$ cat config.mk
export PLATFORM = sky130hd
export DESIGN_NAME = string_to_integer_parser_core
export DESIGN_NICKNAME = d
export VERILOG_FILES = /design/src/hdl/strint_pkg.sv /design/src/hdl/strint_parse.sv /design/src/hdl/string_to_integer_parser_core.sv
export SDC_FILE = /design/constraint.sdc
export NUM_CORES = 1
export LEC_CHECK = 0
export BUFFER_PORTS_ARGS = -buffer_cell sky130_fd_sc_hd__buf_2
export CAP_MARGIN = 20
export CORE_MARGIN = 3
export CORE_UTILIZATION = 55
export CTS_BUF_LIST = sky130_fd_sc_hd__clkbuf_4 sky130_fd_sc_hd__clkbuf_8
export DETAILED_ROUTE_END_ITERATION = 8
export PLACE_DENSITY = 0.73
export SLEW_MARGIN = 20
export SYNTH_ARGS = -nofsm -noshare
export SYNTH_HDL_FRONTEND = slang
export SYNTH_SLANG_ARGS = --single-unit
$ cat constraint.sdc
create_clock -name clk -period 22.2 [get_ports clk]
set_input_delay 4.44 -clock clk [delete_from_list [all_inputs] [get_ports clk]]
set_output_delay 4.44 -clock clk [all_outputs]
set_load 0.05 [all_outputs]
$ cat src/hdl/strint_pkg.sv
// Shared types and constants for the string-to-integer parser.
package strint_pkg;

	localparam int CountWidth    = 16;
	localparam int ConsumedWidth = 16;
	localparam int ValueWidth    = 64;
	localparam int RadixWidth    = 5;
	localparam int CharWidth     = 8;

	localparam logic [CharWidth-1:0] ChSpace = 8'h20;
	localparam logic [CharWidth-1:0] ChTab   = 8'h09;
	localparam logic [CharWidth-1:0] ChLf    = 8'h0A;
	localparam logic [CharWidth-1:0] ChVt    = 8'h0B;
	localparam logic [CharWidth-1:0] ChFf    = 8'h0C;
	localparam logic [CharWidth-1:0] ChCr    = 8'h0D;
	localparam logic [CharWidth-1:0] ChPlus  = 8'h2B;
	localparam logic [CharWidth-1:0] ChMinus = 8'h2D;
	localparam logic [CharWidth-1:0] ChZero  = 8'h30;
	localparam logic [CharWidth-1:0] ChNine  = 8'h39;
	localparam logic [CharWidth-1:0] ChUpA   = 8'h41;
	localparam logic [CharWidth-1:0] ChUpF   = 8'h46;
	localparam logic [CharWidth-1:0] ChUpX   = 8'h58;
	localparam logic [CharWidth-1:0] ChLoA   = 8'h61;
	localparam logic [CharWidth-1:0] ChLoF   = 8'h66;
	localparam logic [CharWidth-1:0] ChLoX   = 8'h78;

	localparam logic [RadixWidth-1:0] BaseOct = 5'd8;
	localparam logic [RadixWidth-1:0] BaseDec = 5'd10;
	localparam logic [RadixWidth-1:0] BaseHex = 5'd16;

	typedef struct packed {
		logic signed [ValueWidth-1:0] value;
		logic [ConsumedWidth-1:0]     consumed;
	} result_t;

	typedef struct packed {
		logic [CharWidth-1:0] char_code;
		logic                 start_req;
	} word_t;

	function automatic logic [ConsumedWidth-1:0] sat_consumed(
		input logic [CountWidth-1:0] cnt
	);
		logic [ConsumedWidth-1:0] r;
		if (CountWidth > ConsumedWidth && cnt > CountWidth'(65535)) begin
			r = '1;
		end else begin
			r = ConsumedWidth'(cnt);
		end
		return r;
	endfunction

endpackage

$ cat src/hdl/strint_parse.sv
// Parse state and per-character next-state logic.
module strint_parse
	import strint_pkg::*;
(
	input  logic                  clk,
	input  logic                  arst_n,
	input  logic                  en,
	input  word_t                 word,
	input  logic [RadixWidth-1:0] radix,
	output logic                  emit,
	output result_t               res
);

	typedef enum logic [2:0] {
		PH_WS,
		PH_SIGNED,
		PH_ZERO,
		PH_DIGITS,
		PH_DONE
	} phase_t;

	phase_t                  phase_q, phase_d;
	logic [ValueWidth-1:0]   acc_q, acc_d;
	logic                    neg_q, neg_d;
	logic [RadixWidth-1:0]   base_q, base_d;
	logic [CountWidth-1:0]   cnt_q, cnt_d;

	logic                    handled;
	logic                    bump;
	logic                    dig_ok;
	logic [3:0]              dig;
	logic [CharWidth-1:0]    c;
	logic                    is_space;

	assign c = word.char_code;
	assign is_space = (c == ChSpace) || (c == ChTab) || (c == ChLf) ||
		(c == ChCr) || (c == ChFf) || (c == ChVt);

	always_comb begin
		phase_d = phase_q;
		acc_d   = acc_q;
		neg_d   = neg_q;
		base_d  = base_q;
		cnt_d   = cnt_q;
		handled = 1'b0;
		bump    = 1'b0;
		emit    = 1'b0;
		dig     = '0;
		dig_ok  = 1'b0;
		if (word.start_req) begin
			phase_d = PH_WS;
			acc_d   = '0;
			neg_d   = 1'b0;
			base_d  = '0;
			cnt_d   = '0;
		end
		if (phase_d == PH_DONE) begin
			handled = 1'b1;
		end
		if (!handled && phase_d == PH_WS) begin
			if (is_space) begin
				bump    = 1'b1;
				handled = 1'b1;
			end else begin
				phase_d = PH_SIGNED;
				if (c == ChMinus || c == ChPlus) begin
					neg_d   = (c == ChMinus);
					bump    = 1'b1;
					handled = 1'b1;
				end
			end
		end
		if (!handled && phase_d == PH_SIGNED) begin
			if (radix == '0) begin
				if (c == ChZero) begin
					base_d  = BaseOct;
					phase_d = PH_ZERO;
					bump    = 1'b1;
					handled = 1'b1;
				end else begin
					base_d = BaseDec;
				end
			end else begin
				base_d = radix;
			end
			if (!handled) begin
				phase_d = PH_DIGITS;
			end
		end else if (!handled && phase_d == PH_ZERO) begin
			phase_d = PH_DIGITS;
			if (c == ChLoX || c == ChUpX) begin
				base_d  = BaseHex;
				bump    = 1'b1;
				handled = 1'b1;
			end
		end
		if (!handled) begin
			if (c >= ChZero && c <= ChNine) begin
				dig    = 4'(c - ChZero);
				dig_ok = 1'b1;
			end else if (base_d == BaseHex && c >= ChLoA && c <= ChLoF) begin
				dig    = 4'(c - ChLoA + 8'd10);
				dig_ok = 1'b1;
			end else if (base_d == BaseHex && c >= ChUpA && c <= ChUpF) begin
				dig    = 4'(c - ChUpA + 8'd10);
				dig_ok = 1'b1;
			end
			if (dig_ok && RadixWidth'(dig) >= base_d) begin
				dig_ok = 1'b0;
			end
			if (dig_ok) begin
				acc_d = acc_d * ValueWidth'(base_d) + ValueWidth'(dig);
				bump  = 1'b1;
			end else begin
				emit    = 1'b1;
				phase_d = PH_DONE;
			end
		end
		if (bump && cnt_d != '1) begin
			cnt_d = cnt_d + 1'b1;
		end
	end

	assign res.value    = neg_d ? ValueWidth'(0) - acc_d : acc_d;
	assign res.consumed = sat_consumed(cnt_d);

	always_ff @(posedge clk or negedge arst_n) begin
		if (!arst_n) begin
			phase_q <= PH_WS;
			acc_q   <= '0;
			neg_q   <= 1'b0;
			base_q  <= '0;
			cnt_q   <= '0;
		end else if (en) begin
			phase_q <= phase_d;
			acc_q   <= acc_d;
			neg_q   <= neg_d;
			base_q  <= base_d;
			cnt_q   <= cnt_d;
		end
	end

	a_done_holds: assert property (@(posedge clk) disable iff (!arst_n)
		phase_q == PH_DONE && !(en && word.start_req) |=> phase_q == PH_DONE)
		else $error("done phase left without a start");

	a_emit_ends: assert property (@(posedge clk) disable iff (!arst_n)
		en && emit |=> phase_q == PH_DONE)
		else $error("result emitted without entering done phase");

	a_no_emit_done: assert property (@(posedge clk) disable iff (!arst_n)
		phase_q == PH_DONE && !word.start_req |-> !emit)
		else $error("result emitted from done phase");

endmodule

$ cat src/hdl/string_to_integer_parser_core.sv
// Top level: input register, parse stage, output register and radix register.
//
//  channel | signals                            | accepted when
//  --------+------------------------------------+---------------------------
//  in      | in_valid, in_stall, char_code,     | in_valid && !in_stall
//          | start_req                          |
//  out     | out_valid, out_stall, value,       | out_valid && !out_stall
//          | consumed                           |
//  config  | radix_wr_en, radix_wr_data         | radix_wr_en
//
// One word per cycle sustained while out_stall is low; a result passes the input register, then the output register.
// The parse next-state logic (one 64x5 multiply-accumulate) is combinational.
// Reset clears the parse state to the whitespace phase and radix to zero.
// out_stall holds the output register; in_stall rises once the input
// register is also full.
module string_to_integer_parser_core
	import strint_pkg::*;
(
	input  logic                         clk,
	input  logic                         arst_n,
	input  logic                         radix_wr_en,
	input  logic [RadixWidth-1:0]        radix_wr_data,
	input  logic                         in_valid,
	output logic                         in_stall,
	input  logic [CharWidth-1:0]         char_code,
	input  logic                         start_req,
	output logic                         out_valid,
	input  logic                         out_stall,
	output logic signed [ValueWidth-1:0] value,
	output logic [ConsumedWidth-1:0]     consumed
);

	logic [RadixWidth-1:0] radix_q;
	logic                  valid_s1;
	word_t                 word_s1;
	logic                  valid_s2;
	result_t               res_s2;
	logic                  advance;
	logic                  step_en;
	logic                  emit;
	result_t               res;

	assign advance  = !valid_s2 || !out_stall;
	assign in_stall = valid_s1 && !advance;
	assign step_en  = valid_s1 && advance;

	always_ff @(posedge clk or negedge arst_n) begin
		if (!arst_n) begin
			radix_q <= '0;
		end else if (radix_wr_en) begin
			radix_q <= radix_wr_data;
		end
	end

	always_ff @(posedge clk or negedge arst_n) begin
		if (!arst_n) begin
			valid_s1 <= 1'b0;
		end else if (in_valid && !in_stall) begin
			valid_s1 <= 1'b1;
		end else if (advance) begin
			valid_s1 <= 1'b0;
		end
	end

	always_ff @(posedge clk) begin
		if (in_valid && !in_stall) begin
			word_s1.char_code <= char_code;
			word_s1.start_req <= start_req;
		end
	end

	strint_parse u_parse (
		.clk    (clk),
		.arst_n (arst_n),
		.en     (step_en),
		.word   (word_s1),
		.radix  (radix_q),
		.emit   (emit),
		.res    (res)
	);

	always_ff @(posedge clk or negedge arst_n) begin
		if (!arst_n) begin
			valid_s2 <= 1'b0;
		end else if (advance) begin
			valid_s2 <= step_en && emit;
		end
	end

	always_ff @(posedge clk) begin
		if (step_en && emit) begin
			res_s2 <= res;
		end
	end

	assign out_valid = valid_s2;
	assign value     = res_s2.value;
	assign consumed  = res_s2.consumed;

	a_emit_lands: assert property (@(posedge clk) disable iff (!arst_n)
		step_en && emit |=> valid_s2 && res_s2 == $past(res))
		else $error("emitted result not captured");

	a_s1_held: assert property (@(posedge clk) disable iff (!arst_n)
		valid_s1 && !advance |=> valid_s1 && $stable(word_s1))
		else $error("stalled input word lost");

	a_no_result: assert property (@(posedge clk) disable iff (!arst_n)
		advance && !(step_en && emit) |=> !valid_s2)
		else $error("result without an emitting word");

endmodule

Word level (Yosys, flattened, before mapping)
Index checks and enable logic that the tools add are counted.
Operators by class
  add/subtract/negate cells: 8
  multiply operators: 1
  $lt $le $gt $ge: 7
  eq/ne operators: 16
  multiplexer cells: 60
  reductions and logical operators: 31
Operators by type and width (count)
  64-bit two-way mux: 4
  64-bit by 4-bit adder with 64-bit output: 1
  64-bit by 5-bit multiplier with 64-bit output: 1
  1-bit by 64-bit subtractor with 64-bit output (first input constant): 1
  8-bit by 4-bit equality test with 1-bit output (second input constant): 5
  1-bit two-way mux: 34
  8-bit by 6-bit equality test with 1-bit output (second input constant): 4
  16-bit two-way mux: 2
  3-bit two-way mux: 10
  5-bit two-way mux: 5
  16-bit by 1-bit adder with 16-bit output (second input constant): 1
  8-bit by 7-bit equality test with 1-bit output (second input constant): 2
  8-bit by 7-bit greater-or-equal comparator with 1-bit output (second input constant): 2
  8-bit by 7-bit <= comparator with 1-bit output (second input constant): 2
  4-bit two-way mux: 4
  16-bit != test (second input constant): 1
  1-bit logical AND: 14
  4-bit by 1-bit subtractor with 4-bit output (second input constant): 3
  4-bit adder (second input constant): 2
  8-bit by 6-bit greater-or-equal comparator with 1-bit output (second input constant): 1
  8-bit by 6-bit <= comparator with 1-bit output (second input constant): 1
  1-bit logical OR: 8
  1-bit zero test: 6
  5-bit equality test (second input constant): 1
  8 further kinds: 8
Word-level totals
  flip-flop bits (word level): 185
  output and inout bits: 82

Logic depth before layout (Yosys ltp)
  depth after elaboration: 27
  depth in mapped cells: 36
  mapped depth without buffers: 32

Modules after synthesis
Synthesis repeated with hierarchy kept, for this count alone.
Second synthesis, totals
  cell total of the unflattened synthesis: 2634
  area, all modules: 21861.0 um2
Modules (own cells, without submodules)
  strint_parse: times used 1, cells an instance 2524, area each 18913.1 um2, sequential area each 2227.1 um2
  string_to_integer_parser_core: times used 1, cells an instance 110, area each 2947.8 um2, sequential area each 2847.7 um2

Worst setup path before layout
No wires, ideal clock.
  kind: input-to-output
  start: in out_stall
  end: out in_stall
  arrival time: 4877 ps
  required time: 17760 ps
  path slack: 12883 ps
  stages on the path: 2
  buffers on the path: 0
  cells stage by stage: nand3_1 inv_1
On the way
  longest elaborated chain between the ends: 4
RTL lines
  start, declared: RTL line string_to_integer_parser_core.sv:28  | input logic out_stall,
  1-bit zero test: RTL line string_to_integer_parser_core.sv:43  | assign advance = !valid_s2 || !out_stall;
  1-bit logical OR: RTL line string_to_integer_parser_core.sv:43
  1-bit zero test: RTL line string_to_integer_parser_core.sv:44  | assign in_stall = valid_s1 && !advance;
  1-bit logical AND: RTL line string_to_integer_parser_core.sv:44
  end, declared: RTL line string_to_integer_parser_core.sv:24  | output logic in_stall,
No other way between the ends.

==> metrics.txt <==
status complete, no violations; die area 41410 µm²; DP HPWL 46.88 mm; Worst R2R Path Depth 27; Root Buffer clkbuf_8; GP Congestion between 0.9 and 1; worst min-delay path class reg2reg; critical path's largest stage delay ~0.81 ns; GRT Residual Overflow 0; Final Instance Area roughly 23000 µm²; Top delay family on crit path compound AO/OA/AOI/OAI gates; R2R Setup Slk 11.61 ns; CP endpoint kind flop; total CTS buffers 17; Combinational Power Share 38.2%; Sw Ratio a little under half; nature of the critical path startpoint flop; slew margin rel. around a quarter; hold worst-path end u_parse.cnt_q[0]; Seq/Total Area, Yosys between 20% and 30%; first-pass GRT wire length about 99 mm; num rows around 70; Post-Place Cells 3149; Clock Latency Late Sink 0.55 ns; DRT iter0 DRCs 1884; Leak between 10 and 15 nW; Psw 0.5336 mW; yosys warns 0; Register Area slightly above 5000 µm²; DRC viols 0; area post-placement between 20000 and 25000 µm²; CP Max Fanout ~110; R2R Path End value[63]; Synth Area in XOR/XNOR roughly 5.2%; # IOs about 100; Critical Path RT 22.48 ns; Core Region about 38000 µm²; DR pass1 iterations 6; number of distinct library cells after synthesis 91; Pwr Total ~1.2 mW; Post-Layout Cell Count between 3000 and 4000; Tmin final around 11 ns; antenna violations before repair 4; Tcrit/Tclk final between 40% and 50%; WL/cell 19.04 µm; ANT cells 0; postcts setup bufs 0; final WL ~61 mm; starting density of the core 56.43%; Synth async-reset ratio ~52%; syn avg cell area just over 8 µm²; WP buf/inv 6; RSZ-0062 raised after global routing false; Clock Skews 0.03487 ns; WHS 0.4846 ns; Slew Viols, Final 0; Post-Synthesis Cells roughly 2600; TNS Setup 0 ns; sequential share of power roughly two fifths; CTS tree done; pre-CTS WS 11.84 ns; largest net degree at the start of global routing 106; Area Overhead vs Synth 6.164%; Hold-fix buffers, CTS 0; pwr dens 50.78 nW/µm²; Primary FF master, synth dfrtp_1; Layout Nets 2995; CP arrival between 10 and 15 ns; clock share of power a little under a quarter; Worst-Margin Slew 1.121 ns; share of cells above drive strength 1 7.528%; Worst R2R Start word_s1[0]; via/cell ratio approximately 6.0; Max Freq about 94 MHz; Max Cap Viol 0; Worst IR Drop VDD approximately 0.07 mV; Synth Area in Compound Gates between 10% and 20%; simple logic cell fraction of the synthesized area 21.58%; Final Util roughly 60%; number of gates resized after cts 0; Final setup viols 0; deepest clock path buffer count 2; Hold Startpoint u_parse.cnt_q[0]; clock slew at reported path FFs ~0.11 ns; Int Power between 0.6 and 0.7 mW; area of the multi-input gates ~15000 µm²; H-tree depth 4; Chip Height 203.5 µm; filler instances 3449; slowest CP cell nor4_4; Seq cells post-synth between 150 and 200; setup slack after layout approximately 12 ns; final-report hold violation count 0; vias around 19000; Hold Path Cell Cnt 2; clock net sink count about 190; Total Routing Usage GR a little under a third; post-synthesis net count 2980; Post-synth EDFFs 89; Die Wd 203.5 µm; synthesized area roughly 21000 µm²; number of nets with antenna violations after routing 0; post-synthesis mux area share about 1.7%; # port buffers 100; largest family of logic cells by synthesized area adder cells; vias in the first global route 18814; Post-Synth Adder-Cell Area between 20 and 25%; critical path class reg2reg
how the worst max path moves through the flow:
| stage | start | to | slack, ns | cells after the start |
|---|---|---|---|---|
| 2_1_floorplan | out_stall | in_stall | 12.88 | 2 |
| 3_5_place_dp | word_s1[0] | value[63] | 11.84 | 27 |
| 5_1_grt | word_s1[0] | value[63] | 11.10 | 27 |
| 4_1_cts | word_s1[0] | value[63] | 11.80 | 27 |
| 6_report | word_s1[0] | value[63] | 11.61 | 27 |
| 3_3_place_gp | word_s1[0] | value[63] | 11.43 | 27 |
routing by layer:
metal | part of all wire [%] | wire, µm | vias up | track usage, %
li1 | - | - | 8924 | -
met4 | 2.1 | 1293 | 4 | 7.571
met2 | 44 | 26860 | 876 | 47.19
met1 | 45 | 27260 | 9254 | 43.27
met3 | 8.3 | 5054 | 117 | 5.140
met5 | 0.16 | 96 | - | 1.548
state kept, by name (all words and copies together), names as in the netlist:
register,flops
value,64
valid_s1,1
consumed,16
u_parse.acc_q,64
u_parse.base_q,5
word_s1,9
u_parse.cnt_q,16
radix_q,5
out_valid,1
u_parse.neg_q,1
u_parse.phase_q,3
logic make-up (layout without fill, tap and decap cells):
family | count (synthesis) | count (layout)
xor gates and xnor gates | 128 | 128
DFF | 185 | 185
and+or+nand+nor | 1042 | 1042
muxes | 36 | 36
AOI/OAI and AO/OA | 541 | 541
adders and majority gates | 319 | 319
buffers and inverters | 391 | 419
area by class of cell:
| type | instances | share of cell area (%) |
|---|---|---|
| multi-input cells | 2066 | 65.53 |
| flip-flops and latches | 185 | 22.28 |
| inverters | 267 | 4.400 |
| repair buffers | 120 | 2.955 |
| well taps | 511 | 2.807 |
| clock buffers | 17 | 1.027 |
| clock inverters | 15 | 0.9998 |
cell usage after synthesis (14+ instances only):
library cell    n  area (µm²)
a31oi_1        25       156.4
mux2i_1        25       250.2
a21oi_1       156       780.8
xnor2_1        82       718.2
a211oi_1       16       120.1
o21ai_0       160       800.8
xor2_1         46       402.9
nor2_1        372        1396
nor3_1         57       285.3
nor4_1         17       106.4
nor2b_1        52       325.3
and3_1         17       106.4
o211ai_1       22       165.2
a21o_1         22       165.2
clkbuf_1       99       371.6
edfxtp_1       89        2673
dfrtp_1        96        2402
nand4_1        22       137.6
o21a_1         16       120.1
o31ai_1        19       142.6
or3_1          19       118.9
nand3_1        40       200.2
nand2_1       386        1449
a22o_1         14       122.6
inv_1         266       998.5
fa_1          182        3643
ha_1          137        1714
power groups by stage:
stage / logic [mW] / clock network (mW) / registers [mW]
4_1_cts: 0.440 / 0.269 / 0.452
3_3_place_gp: 0.432 / 0 / 0.458
6_report: 0.442 / 0.263 / 0.452
2_1_floorplan: 0.170 / 0 / 0.595
5_1_grt: 0.467 / 0.286 / 0.457
3_5_place_dp: 0.440 / 0 / 0.458
worst reg2reg max path, cell delays in order (launching register included):
cell,delay [ns]
edfxtp_1,0.39
buf_12,0.35
inv_2,0.51
o21ai_0,0.31
o21ai_2,0.16
nor2_1,0.62
mux2i_4,0.69
inv_1,0.46
buf_4,0.36
nor2_1,0.19
fa_1,0.43
inv_1,0.09
fa_1,0.42
fa_1,0.56
inv_1,0.05
ha_1,0.35
nand2_1,0.09
o31ai_2,0.49
o21ai_1,0.36
a211oi_1,0.68
a31o_2,0.36
a32o_1,0.27
o21ai_0,0.19
o41ai_2,0.35
nand3_1,0.38
nor4_4,0.81
a41oi_1,0.24
xor2_1,0.19
cell usage in the layout (no fill, tap or decap), drive strengths merged, types with 11 or more instances in the layout:
cell type and instances:
nor2b 52, nor2 373, fa 182, nand2 387, inv 273, a22o 14, o31ai 20, a21oi 157
o211ai 22, a21o 22, and2 13, xnor2 82, dfrtp 96, o21ai 166, a31oi 26, clkbuf 17
nor3 59, edfxtp 89, or3 19, nand3 41, a211oi 18, nor4 19, buf 120, mux2 11
ha 137, and3 18, mux2i 25, o21a 16, xor2 46, nand4 22
Note: power is estimated with default switching activity, not from simulation.
